<file path="src/design/pmftl_ram.sv">
// Generic single-write, single-read synchronous RAM with a registered read.
// No dependencies; used for every table of the controller.
module pmftl_ram #(
  parameter int WIDTH = 8,
  parameter int DEPTH = 16
) (
  input  logic                     clk_i,
  input  logic                     we_i,
  input  logic [$clog2(DEPTH)-1:0] waddr_i,
  input  logic [WIDTH-1:0]         wdata_i,
  input  logic [$clog2(DEPTH)-1:0] raddr_i,
  output logic [WIDTH-1:0]         rdata_o
);

  logic [WIDTH-1:0] mem_q [DEPTH];

  always_ff @(posedge clk_i) begin
    if (we_i) begin
      mem_q[waddr_i] <= wdata_i;
    end
    rdata_o <= mem_q[raddr_i];
  end

endmodule

</file>
<file path="config.mk">
export PLATFORM = sky130hd
export DESIGN_NAME = pmftl_ram
export DESIGN_NICKNAME = d
export VERILOG_FILES = /design/src/design/pmftl_ram.sv
export SDC_FILE = /design/constraint.sdc
export NUM_CORES = 1
export LEC_CHECK = 0
export ABC_AREA = 1
export BUFFER_PORTS_ARGS = -buffer_cell sky130_fd_sc_hd__buf_4
export CAP_MARGIN = 0
export CORE_AREA = 8 8 112 114
export DETAILED_ROUTE_END_ITERATION = 8
export DIE_AREA = 0 0 120 122
export PLACE_DENSITY = 0.74
export SYNTH_ARGS = -nofsm -noshare
export SYNTH_HDL_FRONTEND = slang
export SYNTH_SLANG_ARGS = --single-unit
</file>
<file path="constraint.sdc">
create_clock -name clk_i -period 1.2 [get_ports clk_i]
set_clock_uncertainty 0.15 [all_clocks]
set_input_delay 0.12 -clock clk_i [delete_from_list [all_inputs] [get_ports clk_i]]
set_output_delay 0.12 -clock clk_i [all_outputs]
set_load 0.02 [all_outputs]
</file>
## Yosys cells after proc, flatten, opt, wreduce, memory -nomap -nowiden

Memories as Yosys holds them, arrays and structs flattened. A register that Yosys moved wholly into a read port is not among the register bits.
Cells that the tools add are included.
Widths: inputs -> output; s select.

| word-level totals | value |
|---|---|
| memory bits (writable) | 128 |
| register bits after elaboration | 0 |
| memory bits (read-only) | 0 |
| bits in latches | 0 |
| memories kept | 1 |
| word-level logic and storage cells | 3 |
| output and inout bits | 8 |
| input bits | 18 |

| cells by class | value |
|---|---|
| bitwise operators | 0 |
| add/subtract/negate cells | 0 |
| shift-type cells | 0 |
| divide/modulo/power cells | 0 |
| $lt $le $gt $ge | 0 |
| reductions and logical operators | 0 |
| mux-type cells | 2 |
| $mul | 0 |
| eq/ne operators | 0 |

Memories:

| name | words | width | read ports | clocked after Yosys merged registers in | write ports | line | RTL |
|---|---|---|---|---|---|---|---|
| mem_q | 16 | 8 | 1 | 1 | 1 | 15 | `logic [WIDTH-1:0] mem_q [DEPTH];` |

Operators by type and width:

| cell | number |
|---|---|
| $mux 1 | 2 |

## Longest topological paths before layout

| depth | value |
|---|---|
| depth after elaboration | 2 |
| depth in mapped cells | 8 |
| gate-level depth less buffers | 7 |

## Worst setup path before layout

No wires, ideal clock.

| timing path | value |
|---|---|
| path kind | input to register |
| start | input waddr_i[3] |
| end | memory mem_q[4][0] (enable) |
| path slack | -0.021 ns |
| stages on the path | 2 |
| arrival | 0.701 ns |
| path through | nand3b_1 -> nor2_1 |

RTL lines:

| item | line | RTL |
|---|---|---|
| start: declaration | 9 | `input logic [$clog2(DEPTH)-1:0] waddr_i,` |
| end: declaration | 15 |  |

No word-level cell before the write port.

## Worst setup path in the final report

| timing path | value |
|---|---|
| start | register rdata_o[1] (read register of mem_q) |
| end | output rdata_o[1] |

RTL lines:

| item | line | RTL |
|---|---|---|
| start: declaration | 12 | `output logic [WIDTH-1:0] rdata_o` |

No word-level cell between the ends.

==> impl_metrics.env <==
export IMPL_power_density_nw_per_um2=1580
export IMPL_yosys_area_top_type_share=0.667
export IMPL_slew_viol_final=0
export IMPL_fin_crit_ns=1.29
export IMPL_cts_tree="built"
export IMPL_min_from="raddr_i[1]"
export IMPL_path_clk_slew_ns=0.06
export IMPL_syn_nets=569
export IMPL_overflow=0
export IMPL_drc_errors=0
export IMPL_drt_pass1_iter_count=5
export IMPL_synthArstFlopShare=0
export IMPL_postCtsSetupBuffers=0
export IMPL_worst_pin_slew_ns=0.367
export IMPL_whs_path_depth=7
export IMPL_fp_dieH_um=122
export IMPL_grtUsageMet2=0.314
export IMPL_end_kind="output port"
export IMPL_synth_edf_count=128
export IMPL_rrSetupSlack_ns=0.06
export IMPL_period_share=1.07
export IMPL_rsz0062_at_grt="yes"
export IMPL_fin_nets=627
export IMPL_utilization=0.654
export IMPL_core_area_um2=10700
export IMPL_grt_use_total=0.188
export IMPL_area_growth_pct=21.3
export IMPL_place_ws_ns=-0.162
export IMPL_arrival_ns=1.02
export IMPL_synthTopCellsByArea="edfxtp_1 67%, nand2_1 11%, nand3_1 8.4%"
export IMPL_syn_area_um2=5770
export IMPL_worstSetupPathType="reg -> out"
export IMPL_maxCapViolCount=0
export IMPL_clk_latency_ns=0.52
export IMPL_setup_violations=8
export IMPL_slowest_stage="dfxtp_4"
export IMPL_finalWirelength_mm=13.2
export IMPL_hold_path_class="in -> reg"
export IMPL_drt_iter0_markers=442
export IMPL_start_util=0.539
export IMPL_cts_sinks=136
export IMPL_boundaryPins=26
export IMPL_cp_num_buf_inv=1
export IMPL_yosysMostFrequentCell="nand2_1"
export IMPL_critPathMaxFanout=1
export IMPL_relSlewSlack=0.755
export IMPL_port_buffer_count=25
export IMPL_ir_drop_mv=1.16
export IMPL_antenna_found_initial=0
export IMPL_synthCells=551
export IMPL_drtAntennaViolNets=0
export IMPL_vias_per_cell=5.15
export IMPL_cts_root_buffer="clkbuf_8"
export IMPL_crit_required_ns=0.93
export IMPL_vias=3923
export IMPL_status="finished, violations left"
export IMPL_power_leakage_nw=3.05
export IMPL_yosys_top_cells_count="173 x nand2_1, 128 x edfxtp_1, 100 x inv_1"
export IMPL_hold_viol=0
export IMPL_synth_flop_cell="edfxtp_1"
export IMPL_grt_max_degree=41
export IMPL_finalInstanceArea_um2=6990
export IMPL_grt_busiest_layer="met2"
export IMPL_gp_congestion=0.885
export IMPL_drive_gt1_frac=0.162
export IMPL_r2r_start="mem_q[7][0]$_DFFE_PP_"
export IMPL_synth_distinct_cells=12
export IMPL_cts_max_path_buffers=2
export IMPL_met1_usage=0.220
export IMPL_slowest_delay_ns=0.36
export IMPL_critPathLaunchType="flip-flop"
export IMPL_synth_warning_count=0
export IMPL_synth_seq_cells=136
export IMPL_synth_area_leader_cell="edfxtp_1"
export IMPL_yosysSeqAreaShare=0.694
export IMPL_syn_avg_cell_area_um2=10.5
export IMPL_hpwl_mm=8.09
export IMPL_rr_worst_depth=6
export IMPL_power_total_mw=11.0
export IMPL_violations="setup timing"
export IMPL_antenna_cells=0
export IMPL_worstSetupStartpoint="rdata_o[1]$_DFF_P_"
export IMPL_die_area_um2=14600
export IMPL_clock_fmax_mhz=778
export IMPL_die_x_um=120
export IMPL_grt_pass1_vias=3904
export IMPL_wl_per_cell_um=17.3
export IMPL_cp_depth=1
export IMPL_num_rows=38
export IMPL_cp_top_family="flip-flops"
export IMPL_grt_pass1_wl_mm=20.3
export IMPL_worst_slack_ns=-0.0857
export IMPL_numCtsBuffers=17
export IMPL_htreeDepth=4
export IMPL_path_cells="buf_6"
export IMPL_grt_use_met3=0.0500
export IMPL_placed_area_um2=6230
## state kept, by name, summed over array words and instances (netlist names)
signal,count
rdata_o,8
mem_q,128
## path summary, 6_finish.rpt
path,end
setup / recovery,rdata_o[1]
hold / removal,rdata_o[1]$_DFF_P_
setup reg to reg,rdata_o[0]$_DFF_P_
hold reg to reg,rdata_o[6]$_DFF_P_
## routing by layer
metal | wire length [um] | share of wire
met1 | 5250 | 0.40
met2 | 6630 | 0.50
met3 | 918 | 0.070
met4 | 367 | 0.028
met5 | 0 | 0
## per-stage QoR
stage,hold slack [ns],setup TNS [ns],std cells
3_3_place_gp,0.303,-4.04,719
4_1_cts,0.0233,-0.483,762
5_1_grt,0.0627,-0.594,762
3_5_place_dp,0.300,-6.27,719
2_1_floorplan,0.0689,-1.33,551
6_report,0.0396,-0.353,762
## placed cells by master (no fill, tap or decap)
cell	netlist	final
nand2_1	173	173
edfxtp_1	128	128
inv_1	100	100
nand3_1	97	86
buf_4	4	39
nor2_1	17	17
clkbuf_16	0	16
nand3_2	0	11
dlygate4sd3_1	0	11
buf_6	6	8
dfxtp_2	0	7
clkinv_2	0	5
buf_12	0	5
clkbuf_1	0	4
clkbuf_8	0	3
inv_2	2	2
nand3b_1	2	2
bufinv_16	0	2
clkinvlp_4	0	2
dfxtp_4	0	1
## where the power goes
part	total [mW]	switching, mW	internal [mW]
clock	4.85	1.81	3.04
combinational	0.818	0.515	0.303
sequential	5.36	0.0424	5.32
total	11.0	2.37	8.67
## worst register-to-register path, stage by stage (launching register included)
cell and delay [ns]:
edfxtp_1 0.39, inv_1 0.09, nand2_1 0.07, nand3_1 0.10, nand3_1 0.09, nand3_2 0.09, nand2_1 0.06
## logic make-up after synthesis
family                 Yosys count  share of synthesized area
and+or+nand+nor                289                      0.210
DFF                            136                      0.694
buffers and inverters          126                     0.0952
## cell type report
type,instances,area (um2)
clock inverters,9,100
flip-flops and latches,136,4020
inverters,102,383
clock buffers,23,457
multi-input cells,289,1270
repair buffers,63,593
fillers,787,3700
well taps,140,175
## what timing repair did
| action | in CTS | in global routing |
|---|---|---|
| endpoints found under the hold margin | 136 | 0 |
| setup endpoints to repair | 8 | 15 |
| resized for setup | 17 | 11 |
| hold buffers | 11 | 0 |
Note: power is estimated with default switching activity, not from simulation.
